[src/hw/rtl/swm_pkg.sv]
// Shared types and constants for the sliding window median core.
`timescale 1ns / 1ps
`default_nettype none

package swm_pkg;

  localparam int SAMPLE_PORT_W = 32;
  localparam int MEDIAN_W      = 33;
  localparam int CFG_W         = 7;

  typedef struct packed {
    logic load;
    logic decide;
    logic evict;
    logic rem_step;
    logic ins_start;
    logic ins_step;
    logic med_rd0;
    logic med_rd1;
    logic out_load;
  } cmd_t;

  typedef struct packed {
    logic full;
    logic rem_last;
    logic ins_done;
    logic out_free;
  } sts_t;

endpackage

`default_nettype wire

[src/hw/rtl/swm_datapath.sv]
// Datapath: window stores, removal and insertion passes, median output register.
`timescale 1ns / 1ps
`default_nettype none

module swm_datapath #(
  parameter int WINDOW_MAX   = 64,
  parameter int SAMPLE_WIDTH = 32
) (
  input  wire logic                               clk,
  input  wire logic                               rst,
  input  wire logic [swm_pkg::SAMPLE_PORT_W-1:0]  sample,
  input  wire logic                               restart,
  input  wire logic                               cfg_we,
  input  wire logic [swm_pkg::CFG_W-1:0]          cfg_wdata,
  input  wire swm_pkg::cmd_t                      cmd,
  output swm_pkg::sts_t                           sts,
  output logic [swm_pkg::MEDIAN_W-1:0]            median_x2,
  output logic                                    out_valid,
  input  wire logic                               out_ready
);

  localparam int AW = (WINDOW_MAX > 1) ? $clog2(WINDOW_MAX) : 1;
  localparam int CW = $clog2(WINDOW_MAX + 1);
  localparam int SW = SAMPLE_WIDTH;

  logic [CW-1:0]        k;
  logic [CW-1:0]        fill;
  logic [CW-1:0]        ptr;
  logic [CW-1:0]        ip;
  logic [AW-1:0]        oldest;
  logic [AW-1:0]        qa;
  logic                 found;
  logic signed [SW-1:0] s_val;
  logic signed [SW-1:0] evicted;
  logic signed [SW-1:0] ring_q;
  logic signed [SW-1:0] srt_q;
  logic signed [SW-1:0] m0;

  logic signed [SW-1:0] ring_mem [WINDOW_MAX];
  logic signed [SW-1:0] srt_mem  [WINDOW_MAX];

  logic                 full;
  logic                 rem_last;
  logic                 ins_gt;
  logic                 ins_done;
  logic                 out_free;
  logic [CW-1:0]        fill_m1;
  logic [CW-1:0]        ip_m1;
  logic [CW-1:0]        ip_m2;
  logic [CW-1:0]        oldest_inc;
  logic [CW-1:0]        k_cfg;
  logic [CW-1:0]        med_a0;
  logic [CW-1:0]        med_a1;
  logic                 match;
  logic [swm_pkg::MEDIAN_W-1:0] sum;

  logic                 srt_we;
  logic [AW-1:0]        srt_wa;
  logic signed [SW-1:0] srt_wd;
  logic                 srt_re;
  logic [AW-1:0]        srt_ra;

  assign full       = (fill == k);
  assign fill_m1    = fill - CW'(1);
  assign ip_m1      = ip - CW'(1);
  assign ip_m2      = ip - CW'(2);
  assign rem_last   = (CW'(qa) == fill_m1);
  assign ins_gt     = (srt_q > s_val);
  assign ins_done   = (ip == '0) || !ins_gt;
  assign out_free   = !out_valid || out_ready;
  assign oldest_inc = CW'(oldest) + CW'(1);
  assign med_a0     = (k - CW'(1)) >> 1;
  assign med_a1     = k >> 1;
  assign match      = (srt_q == evicted);
  assign sum        = swm_pkg::MEDIAN_W'(m0) + swm_pkg::MEDIAN_W'(srt_q);

  always_comb begin
    if (cfg_wdata == '0) begin
      k_cfg = CW'(1);
    end else if (32'(cfg_wdata) > 32'(WINDOW_MAX)) begin
      k_cfg = CW'(WINDOW_MAX);
    end else begin
      k_cfg = CW'(cfg_wdata);
    end
  end

  always_comb begin
    sts.full     = full;
    sts.rem_last = rem_last;
    sts.ins_done = ins_done;
    sts.out_free = out_free;
  end

  // sorted store port control: one write and one read per cycle
  always_comb begin
    srt_we = 1'b0;
    srt_wa = '0;
    srt_wd = s_val;
    srt_re = 1'b0;
    srt_ra = '0;
    if (cmd.ins_start && fill != '0) begin
      srt_re = 1'b1;
      srt_ra = fill_m1[AW-1:0];
    end
    if (cmd.evict) begin
      srt_re = 1'b1;
      srt_ra = '0;
    end
    if (cmd.rem_step) begin
      if (found) begin
        srt_we = 1'b1;
        srt_wa = qa - AW'(1);
        srt_wd = srt_q;
      end
      if (ptr < fill) begin
        srt_re = 1'b1;
        srt_ra = ptr[AW-1:0];
      end
    end
    if (cmd.ins_step) begin
      if (ip == '0) begin
        srt_we = 1'b1;
        srt_wa = '0;
        srt_wd = s_val;
      end else if (ins_gt) begin
        srt_we = 1'b1;
        srt_wa = ip[AW-1:0];
        srt_wd = srt_q;
        if (ip_m1 != '0) begin
          srt_re = 1'b1;
          srt_ra = ip_m2[AW-1:0];
        end
      end else begin
        srt_we = 1'b1;
        srt_wa = ip[AW-1:0];
        srt_wd = s_val;
      end
    end
    if (cmd.med_rd0) begin
      srt_re = 1'b1;
      srt_ra = med_a0[AW-1:0];
    end
    if (cmd.med_rd1) begin
      srt_re = 1'b1;
      srt_ra = med_a1[AW-1:0];
    end
  end

  always_ff @(posedge clk) begin
    if (srt_we) begin
      srt_mem[srt_wa] <= srt_wd;
    end
    if (srt_re) begin
      srt_q <= srt_mem[srt_ra];
    end
  end

  always_ff @(posedge clk) begin
    if (cmd.decide) begin
      if (full) begin
        ring_q <= ring_mem[oldest];
      end else begin
        ring_mem[fill[AW-1:0]] <= s_val;
      end
    end
    if (cmd.evict) begin
      ring_mem[oldest] <= s_val;
    end
  end

  always_ff @(posedge clk) begin
    if (rst) begin
      k         <= CW'(1);
      fill      <= '0;
      oldest    <= '0;
      found     <= 1'b0;
      out_valid <= 1'b0;
    end else begin
      if (cfg_we) begin
        k      <= k_cfg;
        fill   <= '0;
        oldest <= '0;
      end
      if (cmd.load && restart) begin
        fill   <= '0;
        oldest <= '0;
      end
      if (cmd.decide && !full) begin
        oldest <= '0;
      end
      if (cmd.evict) begin
        oldest <= (oldest_inc >= k) ? '0 : oldest_inc[AW-1:0];
        found  <= 1'b0;
      end
      if (cmd.rem_step) begin
        if (!found && match) begin
          found <= 1'b1;
        end
        if (rem_last) begin
          fill <= fill_m1;
        end
      end
      if (cmd.ins_step && ins_done) begin
        fill <= fill + CW'(1);
      end
      if (cmd.out_load) begin
        out_valid <= 1'b1;
      end else if (out_ready) begin
        out_valid <= 1'b0;
      end
    end
  end

  always_ff @(posedge clk) begin
    if (cmd.load) begin
      s_val <= sample[SW-1:0];
    end
    if (cmd.evict) begin
      evicted <= ring_q;
      qa      <= '0;
      ptr     <= CW'(1);
    end
    if (cmd.rem_step && ptr < fill) begin
      qa  <= ptr[AW-1:0];
      ptr <= ptr + CW'(1);
    end
    if (cmd.ins_start) begin
      ip <= fill;
    end
    if (cmd.ins_step && ip != '0 && ins_gt) begin
      ip <= ip_m1;
    end
    if (cmd.med_rd1) begin
      m0 <= srt_q;
    end
    if (cmd.out_load) begin
      median_x2 <= sum;
    end
  end

  a_fill_bound: assert property (@(posedge clk) disable iff (rst) fill <= k)
    else $error("fill count above window size");

  a_oldest_bound: assert property (@(posedge clk) disable iff (rst) CW'(oldest) < k)
    else $error("oldest slot outside window");

  a_evict_found: assert property (@(posedge clk) disable iff (rst)
    (cmd.rem_step && rem_last) |-> (found || match))
    else $error("evicted sample missing from sorted store");

endmodule

`default_nettype wire

[src/hw/rtl/swm_ctrl.sv]
// Controller: sequences load, eviction, removal, insertion and median read.
`timescale 1ns / 1ps
`default_nettype none

module swm_ctrl (
  input  wire logic           clk,
  input  wire logic           rst,
  input  wire logic           in_valid,
  output logic                in_ready,
  output swm_pkg::cmd_t       cmd,
  input  wire swm_pkg::sts_t  sts
);

  localparam logic [3:0] S_IDLE     = 4'd0;
  localparam logic [3:0] S_DECIDE   = 4'd1;
  localparam logic [3:0] S_EVICT    = 4'd2;
  localparam logic [3:0] S_REM      = 4'd3;
  localparam logic [3:0] S_INSSTART = 4'd4;
  localparam logic [3:0] S_INS      = 4'd5;
  localparam logic [3:0] S_MED0     = 4'd6;
  localparam logic [3:0] S_MED1     = 4'd7;
  localparam logic [3:0] S_MED2     = 4'd8;

  logic [3:0] state;
  logic [3:0] state_next;

  always_comb begin
    cmd        = '0;
    in_ready   = 1'b0;
    state_next = state;
    unique case (state)
      S_IDLE: begin
        in_ready = 1'b1;
        if (in_valid) begin
          cmd.load   = 1'b1;
          state_next = S_DECIDE;
        end
      end
      S_DECIDE: begin
        cmd.decide = 1'b1;
        if (sts.full) begin
          state_next = S_EVICT;
        end else begin
          cmd.ins_start = 1'b1;
          state_next    = S_INS;
        end
      end
      S_EVICT: begin
        cmd.evict  = 1'b1;
        state_next = S_REM;
      end
      S_REM: begin
        cmd.rem_step = 1'b1;
        if (sts.rem_last) begin
          state_next = S_INSSTART;
        end
      end
      S_INSSTART: begin
        cmd.ins_start = 1'b1;
        state_next    = S_INS;
      end
      S_INS: begin
        cmd.ins_step = 1'b1;
        if (sts.ins_done) begin
          state_next = S_MED0;
        end
      end
      S_MED0: begin
        if (sts.full) begin
          cmd.med_rd0 = 1'b1;
          state_next  = S_MED1;
        end else begin
          state_next = S_IDLE;
        end
      end
      S_MED1: begin
        cmd.med_rd1 = 1'b1;
        state_next  = S_MED2;
      end
      S_MED2: begin
        if (sts.out_free) begin
          cmd.out_load = 1'b1;
          state_next   = S_IDLE;
        end
      end
      default: begin
        state_next = S_IDLE;
      end
    endcase
  end

  always_ff @(posedge clk) begin
    if (rst) begin
      state <= S_IDLE;
    end else begin
      state <= state_next;
    end
  end

  a_busy_after_beat: assert property (@(posedge clk) disable iff (rst)
    (in_valid && in_ready) |=> !in_ready)
    else $error("input taken while an item is in flight");

endmodule

`default_nettype wire

[src/hw/rtl/sliding_window_median_core.sv]
// Top level of the sliding window median core.
//
//   channel  signals                          direction  beat
//   input    in_valid/in_ready, sample,       in         one sample
//            restart
//   output   out_valid/out_ready, median_x2   out        twice the window median
//   config   cfg_we, cfg_wdata                in         window size, no wait
//
// An item takes longest when the window is full (K = window size): the sorted
// store has one read and one write port, so removing the evicted sample and
// inserting the new one are each a pass over up to K entries. Reset (rst,
// synchronous) empties the window and sets the size to 1; the stores need no
// clearing. A stalled output only holds the final step; the next beat is taken
// as soon as the result is registered.
`timescale 1ns / 1ps
`default_nettype none

module sliding_window_median_core #(
  parameter int WINDOW_MAX   = 64,
  parameter int SAMPLE_WIDTH = 32
) (
  input  wire logic                               clk,
  input  wire logic                               rst,
  input  wire logic                               in_valid,
  output logic                                    in_ready,
  input  wire logic [swm_pkg::SAMPLE_PORT_W-1:0]  sample,
  input  wire logic                               restart,
  output logic                                    out_valid,
  input  wire logic                               out_ready,
  output logic [swm_pkg::MEDIAN_W-1:0]            median_x2,
  input  wire logic                               cfg_we,
  input  wire logic [swm_pkg::CFG_W-1:0]          cfg_wdata
);

  swm_pkg::cmd_t cmd;
  swm_pkg::sts_t sts;

  swm_ctrl u_ctrl (
    .clk      (clk),
    .rst      (rst),
    .in_valid (in_valid),
    .in_ready (in_ready),
    .cmd      (cmd),
    .sts      (sts)
  );

  swm_datapath #(
    .WINDOW_MAX   (WINDOW_MAX),
    .SAMPLE_WIDTH (SAMPLE_WIDTH)
  ) u_datapath (
    .clk       (clk),
    .rst       (rst),
    .sample    (sample),
    .restart   (restart),
    .cfg_we    (cfg_we),
    .cfg_wdata (cfg_wdata),
    .cmd       (cmd),
    .sts       (sts),
    .median_x2 (median_x2),
    .out_valid (out_valid),
    .out_ready (out_ready)
  );

endmodule

`default_nettype wire

[config.mk]
export PLATFORM = sky130hd
export DESIGN_NAME = sliding_window_median_core
export DESIGN_NICKNAME = d
export VERILOG_FILES = /design/src/hw/rtl/swm_pkg.sv /design/src/hw/rtl/swm_datapath.sv /design/src/hw/rtl/swm_ctrl.sv /design/src/hw/rtl/sliding_window_median_core.sv
export SDC_FILE = /design/constraint.sdc
export NUM_CORES = 2
export LEC_CHECK = 0
export BUFFER_PORTS_ARGS = -buffer_cell sky130_fd_sc_hd__buf_2
export CAP_MARGIN = 20
export CORE_MARGIN = 4
export CORE_UTILIZATION = 25
export CTS_BUF_LIST = sky130_fd_sc_hd__clkbuf_2 sky130_fd_sc_hd__clkbuf_4 sky130_fd_sc_hd__clkbuf_8
export CTS_CLUSTER_DIAMETER = 60
export CTS_CLUSTER_SIZE = 25
export DETAILED_ROUTE_END_ITERATION = 8
export SYNTH_ARGS = -nofsm -noshare
export SYNTH_HDL_FRONTEND = slang
export SYNTH_SLANG_ARGS = --single-unit
[constraint.sdc]
create_clock -name clk -period 12.1 [get_ports clk]
set_input_delay 1.815 -clock clk [delete_from_list [all_inputs] [get_ports clk]]
set_output_delay 1.815 -clock clk [all_outputs]
set_load 0.01 [all_outputs]
Word level (Yosys, flattened, before mapping) --
Memory sizes are Yosys's and may differ from the RTL's. A register that Yosys moved wholly into a read port is not among the register bits. Index checks and enable logic that the tools add are counted. Widths: inputs -> output; s select.
Storage, ports and cells: register bits 175, memory bits (writable) 4096, bits of input ports 45, output and inout port bits 35, logic and storage cells 155, memories kept 2
Operators by class: add/sub/neg operators 9, order comparisons 4, equal/unequal tests 15, muxes and demuxes 85, reductions and logical operators 27
Memories:
- u_datapath.ring_mem | words 64, bits a word 32, read ports 1, clocked after Yosys merged registers in 1, write ports 1, RTL line swm_datapath.sv:39 | logic signed [SW-1:0] ring_mem [WINDOW_MAX];
- u_datapath.srt_mem | words 64, bits a word 32, read ports 1, clocked after Yosys merged registers in 1, write ports 1, RTL line swm_datapath.sv:40 | logic signed [SW-1:0] srt_mem [WINDOW_MAX];
Operators with widths (count):
- $mux 32 | 6
- $mux 6 | 22
- $mux 7 | 11
- $mux 1 | 38
- $pmux 4 s9 | 1
- $add 32x32->33 | 1
- $eq 32x32->1 | 1
- $gt 32x32->1 | 1
- $reduce_or 32->1 | 1
- $reduce_bool 7->1 | 3
- $sub 7x1->7 const B | 3
- $eq 4x3->1 const B | 4
- $mux 4 | 4
- $add 7x1->7 const B | 2
- $logic_not 7->1 | 2
- $eq 4x2->1 const B | 2
- $logic_and 1x1->1 | 8
- $add 6x1->7 const B | 1
- $eq 6x7->1 | 1
- $eq 7x7->1 | 1
- $ge 7x7->1 | 1
- $gt 7x7->1 const B | 1
- $lt 7x7->1 | 1
- $mux 3 | 2
- 14 further kinds | 22

Depth between registers and ports, before layout --
depth in word-level cells 14, mapped depth 19, mapped depth without buffers 14

Cells and area by module --
From an unflattened synthesis, not the netlist that was laid out.
Unflattened totals: cells, all modules 10348, area, all modules 166847.5 µm²
By module, submodules not included:
- swm_datapath | times used 1, cells each 10295, area an instance 166505.9 µm², sequential area each 129834.5 µm²
- swm_ctrl | times used 1, cells each 53, area an instance 341.6 µm², sequential area each 80.1 µm²

Worst setup path after synthesis --
Ideal clock, no wire load.
path type register to register, start reg u_datapath.s_val[15], end mem u_datapath.srt_mem[0][31] (netlist bit) (data pin), library setup time 0.702 ns, data arrival time 6.033 ns, required time 11.398 ns, path slack 5.365 ns, cell stages (with the launch flop) 13, buffers on the path 2, clock period less this slack 6.735 ns, cell sequence edfxtp_1 > inv_1 > ha_1 > nand4_1 > or4_1 > or3_1 > o21a_1 > nand2_1 > o21a_1 > clkbuf_1 > nor2_1 > clkbuf_1 > o21ai_0
Between the ends: word-level cells in the longest chain between the ends 4
Ends and longest elaborated chain:
- start, declared | RTL line swm_datapath.sv:33 | logic signed [SW-1:0] s_val;
- start signal, assigned | RTL line swm_datapath.sv:216 | s_val <= sample[SW-1:0];
- $gt 32x32->1 | RTL line swm_datapath.sv:68 | assign ins_gt = (srt_q > s_val);
- $mux 32 | RTL line swm_datapath.sv:125 | end else if (ins_gt) begin
- $mux 32 | RTL line swm_datapath.sv:121 | if (ip == '0) begin
- $mux 32 | RTL line swm_datapath.sv:120 | if (cmd.ins_step) begin
- named net u_datapath.srt_wd[31] | RTL line swm_datapath.sv:59 | logic signed [SW-1:0] srt_wd;
- end, declared | RTL line swm_datapath.sv:40
The timed path passes the listed nets, and every way through them passes these cells.

Worst setup path in the final report --
start reg u_datapath.s_val[17], end reg u_datapath.srt_q[29], read port of u_datapath.srt_mem (data pin)
Between the ends: word-level cells in the longest chain between the ends 6, elaborated cells between the ends (all ways) 11, those cells by class order compare (1); mux (10)
Ends and longest elaborated chain:
- $gt 32x32->1 * | RTL line swm_datapath.sv:68
- $mux 6 or $mux 1 (tied branches) | RTL line swm_datapath.sv:125
- $mux 6 or $mux 1 (tied branches) | RTL line swm_datapath.sv:121
- $mux 6 or $mux 1 (tied branches) | RTL line swm_datapath.sv:120
- $mux 6 or $mux 1 (tied branches) | RTL line swm_datapath.sv:139 | if (cmd.med_rd0) begin
- $mux 6 or $mux 1 (tied branches) | RTL line swm_datapath.sv:143 | if (cmd.med_rd1) begin
- end, declared | RTL line swm_datapath.sv:36 | logic signed [SW-1:0] srt_q;
Mark *: on every way between the ends. The rest lies on a longest branch, timed or not. A chain may end at the register's enable or synchronous reset.

==> flow_summary_export.csv <==
group,metric,value,unit
pwr,power.density,151,nW/um^2
grt,grt_busiest_layer,"met2",
clock_network,cts_setup_buffers,0,
placement,port_buffers,79,
clock_network,clk-insertion-delay-late,1.18,ns
logic_synthesis,syn_nets,9683,
placement,dp_hpwl,277,mm
clock_network,clock-sinks,4335,
routing,drt_pass1_iterations,6,
sta,slew_headroom,14.4,%
sta,hold_violations,0,
floorplan,io_pins,80,
final_layout,finalNetCount,9914,
worst_setup_path,r2r_end,"u_datapath.srt_q[29]",
final_layout,layout-drive-gt1-share,19.6,%
routing,drc_errors,0,
final_layout,multiInputGateArea,39500,um^2
floorplan,core,680000,um^2
logic_synthesis,synthFlopType,"edfxtp_1",
grt,antenna_found_initial,46,
worst_setup_path,r2r_cells,16,
pwr,swShare,26.0,%
floorplan,initial_core_util,25.1,%
final_layout,ff_latch_area,130000,um^2
logic_synthesis,yosys-top-cells-count,"edfxtp_1, nand2_1, mux4_2",
pwr,p_int,21.4,mW
routing,wl_per_cell,25.9,um
sta,fmax,126,MHz
worst_hold_path,hp-class,"register to register",
grt,grt_use_total,13.7,%
final_layout,fill_cells,67300,
clock_network,cts_hold_buffers,0,
grt,grt_pass1_vias,88500,
logic_synthesis,synth.avg_cell_area,17.8,um^2
final_layout,syn_to_final_growth,12.6,%
sta,period_share,65.6,%
clock_network,tritoncts,"built",
logic_synthesis,synth.most_common_cell,"edfxtp_1",
sta,hold_slack,0.430,ns
pwr,clockPowerShare,31.3,%
clock_network,cts_buffers,335,
grt,grt_util_met1,18.8,%
routing,antenna_left,0,
clock_network,clk_pin_slew_worst_paths,0.12,ns
worst_setup_path,critPathArrivalTime,8.82,ns
clock_network,h-tree-depth,5,
logic_synthesis,synth.top_cell.area_share,75.9,%
logic_synthesis,syn_inst,9551,
sta,final_max_slew_viol_count,0,
sta,worst_pin_slew,1.28,ns
worst_hold_path,hold_start,"u_datapath.ring_q[16]",
logic_synthesis,synth-edff-count,4309,
pwr,p_comb_share,9.1,%
worst_setup_path,path_class,"register to register",
floorplan,die_area,695000,um^2
floorplan,die_x,834,um
final_layout,utilization,28.2,%
logic_synthesis,ys_ff_latch,4335,
logic_synthesis,async_flop_share,0,%
clock_network,cts_root_buf,"clkbuf_8",
routing,drt-total-wl,495,mm
grt,grt_util_met2,22.0,%
grt,grt.overflow.total,0,
routing,drt_iter0_markers,12400,
logic_synthesis,syn-cell-area,170000,um^2
placement,gp_congestion,0.843,
sta,min_period,7.94,ns
pwr,ir_drop,0.149,mV
grt,met3_usage,2.45,%
pwr,seqPwrFrac,59.7,%
worst_setup_path,rr_startpoint,"u_datapath.s_val[17]",
grt,grt_pass1_wl,691,mm
logic_synthesis,synth.top_cells.by_area,"edfxtp_1, mux4_2, nand2_1, nand3_1, mux2i_1",
sta,fin_skew,0.172,ns
floorplan,num_rows,303,
floorplan,fp.dieH,834,um
clock_network,post_cts_resized,0,
flow_run,maxCapViolations,0,
logic_synthesis,yosys.area.top_type,"edfxtp_1",
worst_setup_path,path_max_fanout,165,
worst_setup_path,start_kind,"register",
grt,grt_max_degree,168,
status,status,"finished clean",
routing,vias,92000,
worst_hold_path,holdPathStages,0,
logic_synthesis,ys_seq_area_share,76.2,%
pwr,p_switching,7.54,mW
routing,via_per_inst,4.82,
sta,setup_viol,0,
logic_synthesis,synth.distinct_cells,84,
worst_setup_path,end_kind,"register",
pwr,leakage,58.7,nW
worst_setup_path,cp.required,12.99,ns
worst_hold_path,hold_end,"u_datapath.evicted[16]",
sta,rsz0062_at_grt,"no",
sta,fin_setup_tns,0,ns
worst_setup_path,reg2reg_slack,4.16,ns
logic_synthesis,ys_warn_count,0,
clock_network,clk_path_buf_depth,4,
==> layout by cell type (no fill, tap or decap), types with 23 or more instances in the layout <==
master         n
nand3_1      702
xnor2_1       68
a32oi_1       42
inv_1         68
nand4_1       46
a21oi_1      102
nand2_1     1576
mux2i_1      287
o21ai_4       31
mux2_2        26
clkinv_2      34
inv_8         34
inv_6         46
clkbuf_4      23
nor2_4       132
a32o_1        24
o32ai_1       24
a31oi_1       25
o2111ai_1     33
xor2_1        27
buf_4        319
and3_1       108
or4_1         33
clkbuf_8     342
mux4_2       720
clkinv_8      30
nor2_1        93
o21ai_0       42
edfxtp_1    4309
bufinv_16     27
ha_1          86
o211ai_1      35
a311oi_1      47
buf_2         79
a211o_1       26
clkinvlp_4    35
==> metrics by stage <==
step | instance area (um^2) | setup slack [ns] | power, mW | std cells
finish | 192000 | 4.16 | 28.9 | 19100
global route | 192000 | 3.80 | 29.9 | 19100
CTS | 192000 | 4.36 | 29.1 | 19100
detailed placement | 184000 | 4.42 | 20.2 | 18400
global placement | 184000 | 4.44 | 20.2 | 18400
floorplan | 170000 | 5.36 | 19.0 | 9551
==> how the worst max path moves through the flow <==
stage                              start                   endpoint  slack [ns]
floorplan           u_datapath.s_val[15]  u_datapath.srt_mem[0][31]        5.36
global placement    u_datapath.s_val[17]       u_datapath.srt_q[29]        4.44
detailed placement  u_datapath.s_val[17]       u_datapath.srt_q[29]        4.42
CTS                 u_datapath.s_val[17]       u_datapath.srt_q[29]        4.36
global route        u_datapath.s_val[17]       u_datapath.srt_q[29]        3.80
finish              u_datapath.s_val[17]       u_datapath.srt_q[29]        4.16
==> cells by family (layout without fill, tap and decap cells) <==
logic type               after synthesis  count (layout)  share of synthesized area (%)
AO/OA/AOI/OAI                        576             576                           2.50
adder cells (fa/ha/maj)               87              87                          0.643
flip-flops                          4335            4335                           76.2
XOR/XNOR                              95              95                          0.488
multiplexers                        1033            1033                           11.4
buffers and inverters                594            1109                           1.50
other                                  0              15                              0
AND/OR/NAND/NOR                     2831            2831                           7.30
==> cell type report <==
type                       count  share of cell area (%)
timing repair buffer         416                    1.64
sequential                  4335                    67.7
clock buffer                 365                    2.54
inverter                      72                   0.141
antenna                       15                  0.0196
tap                         8997                    5.86
clock inverter               256                    1.57
multi-input combinational   4622                    20.6
==> power groups by stage <==
stage          registers [mW]  logic [mW]  clock network, mW
6_report                 17.3        2.63               9.05
5_1_grt                  17.3        2.77               9.82
4_1_cts                  17.3        2.60               9.23
3_5_place_dp             17.6        2.60                  0
3_3_place_gp             17.6        2.56                  0
2_1_floorplan            17.8        1.20                  0
==> per-layer routing <==
metal | up-vias | share of wire, %
met5 | - | 0.011
met4 | 8 | 3.6
met3 | 674 | 9.2
met2 | 4376 | 47
met1 | 48800 | 40
li1 | 38100 | -
==> registers in the layout, indices dropped and copies added (netlist names) <==
| name | flops |
|---|---|
| u_datapath.out_valid | 1 |
| u_datapath.oldest | 6 |
| u_datapath.median_x2 | 33 |
| u_datapath.srt_mem | 2048 |
| u_datapath.ring_q | 32 |
| u_datapath.evicted | 32 |
| u_ctrl.state | 4 |
| u_datapath.ring_mem | 2048 |
| u_datapath.m0 | 32 |
| u_datapath.ip | 7 |
| u_datapath.fill | 7 |
| u_datapath.qa | 6 |
| u_datapath.ptr | 7 |
| u_datapath.s_val | 32 |
| u_datapath.srt_q | 32 |
| u_datapath.found | 1 |
| u_datapath.k | 7 |
==> worst max-delay path, stage by stage, from the launching register on <==
cell and delay (ns):
edfxtp_1 1.09, buf_4 0.46, inv_1 0.24, ha_1 0.35, a21oi_1 0.14, o21ai_0 0.12, a22oi_1 0.15, nor4b_2 0.58
o211ai_1 0.38, a31oi_4 0.41, buf_12 0.53, buf_4 0.93, buf_4 0.76, nand3_1 0.14, nand3b_1 0.16, nand4_1 0.12
or4_1 0.54
(Power assumes the default switching activity.)
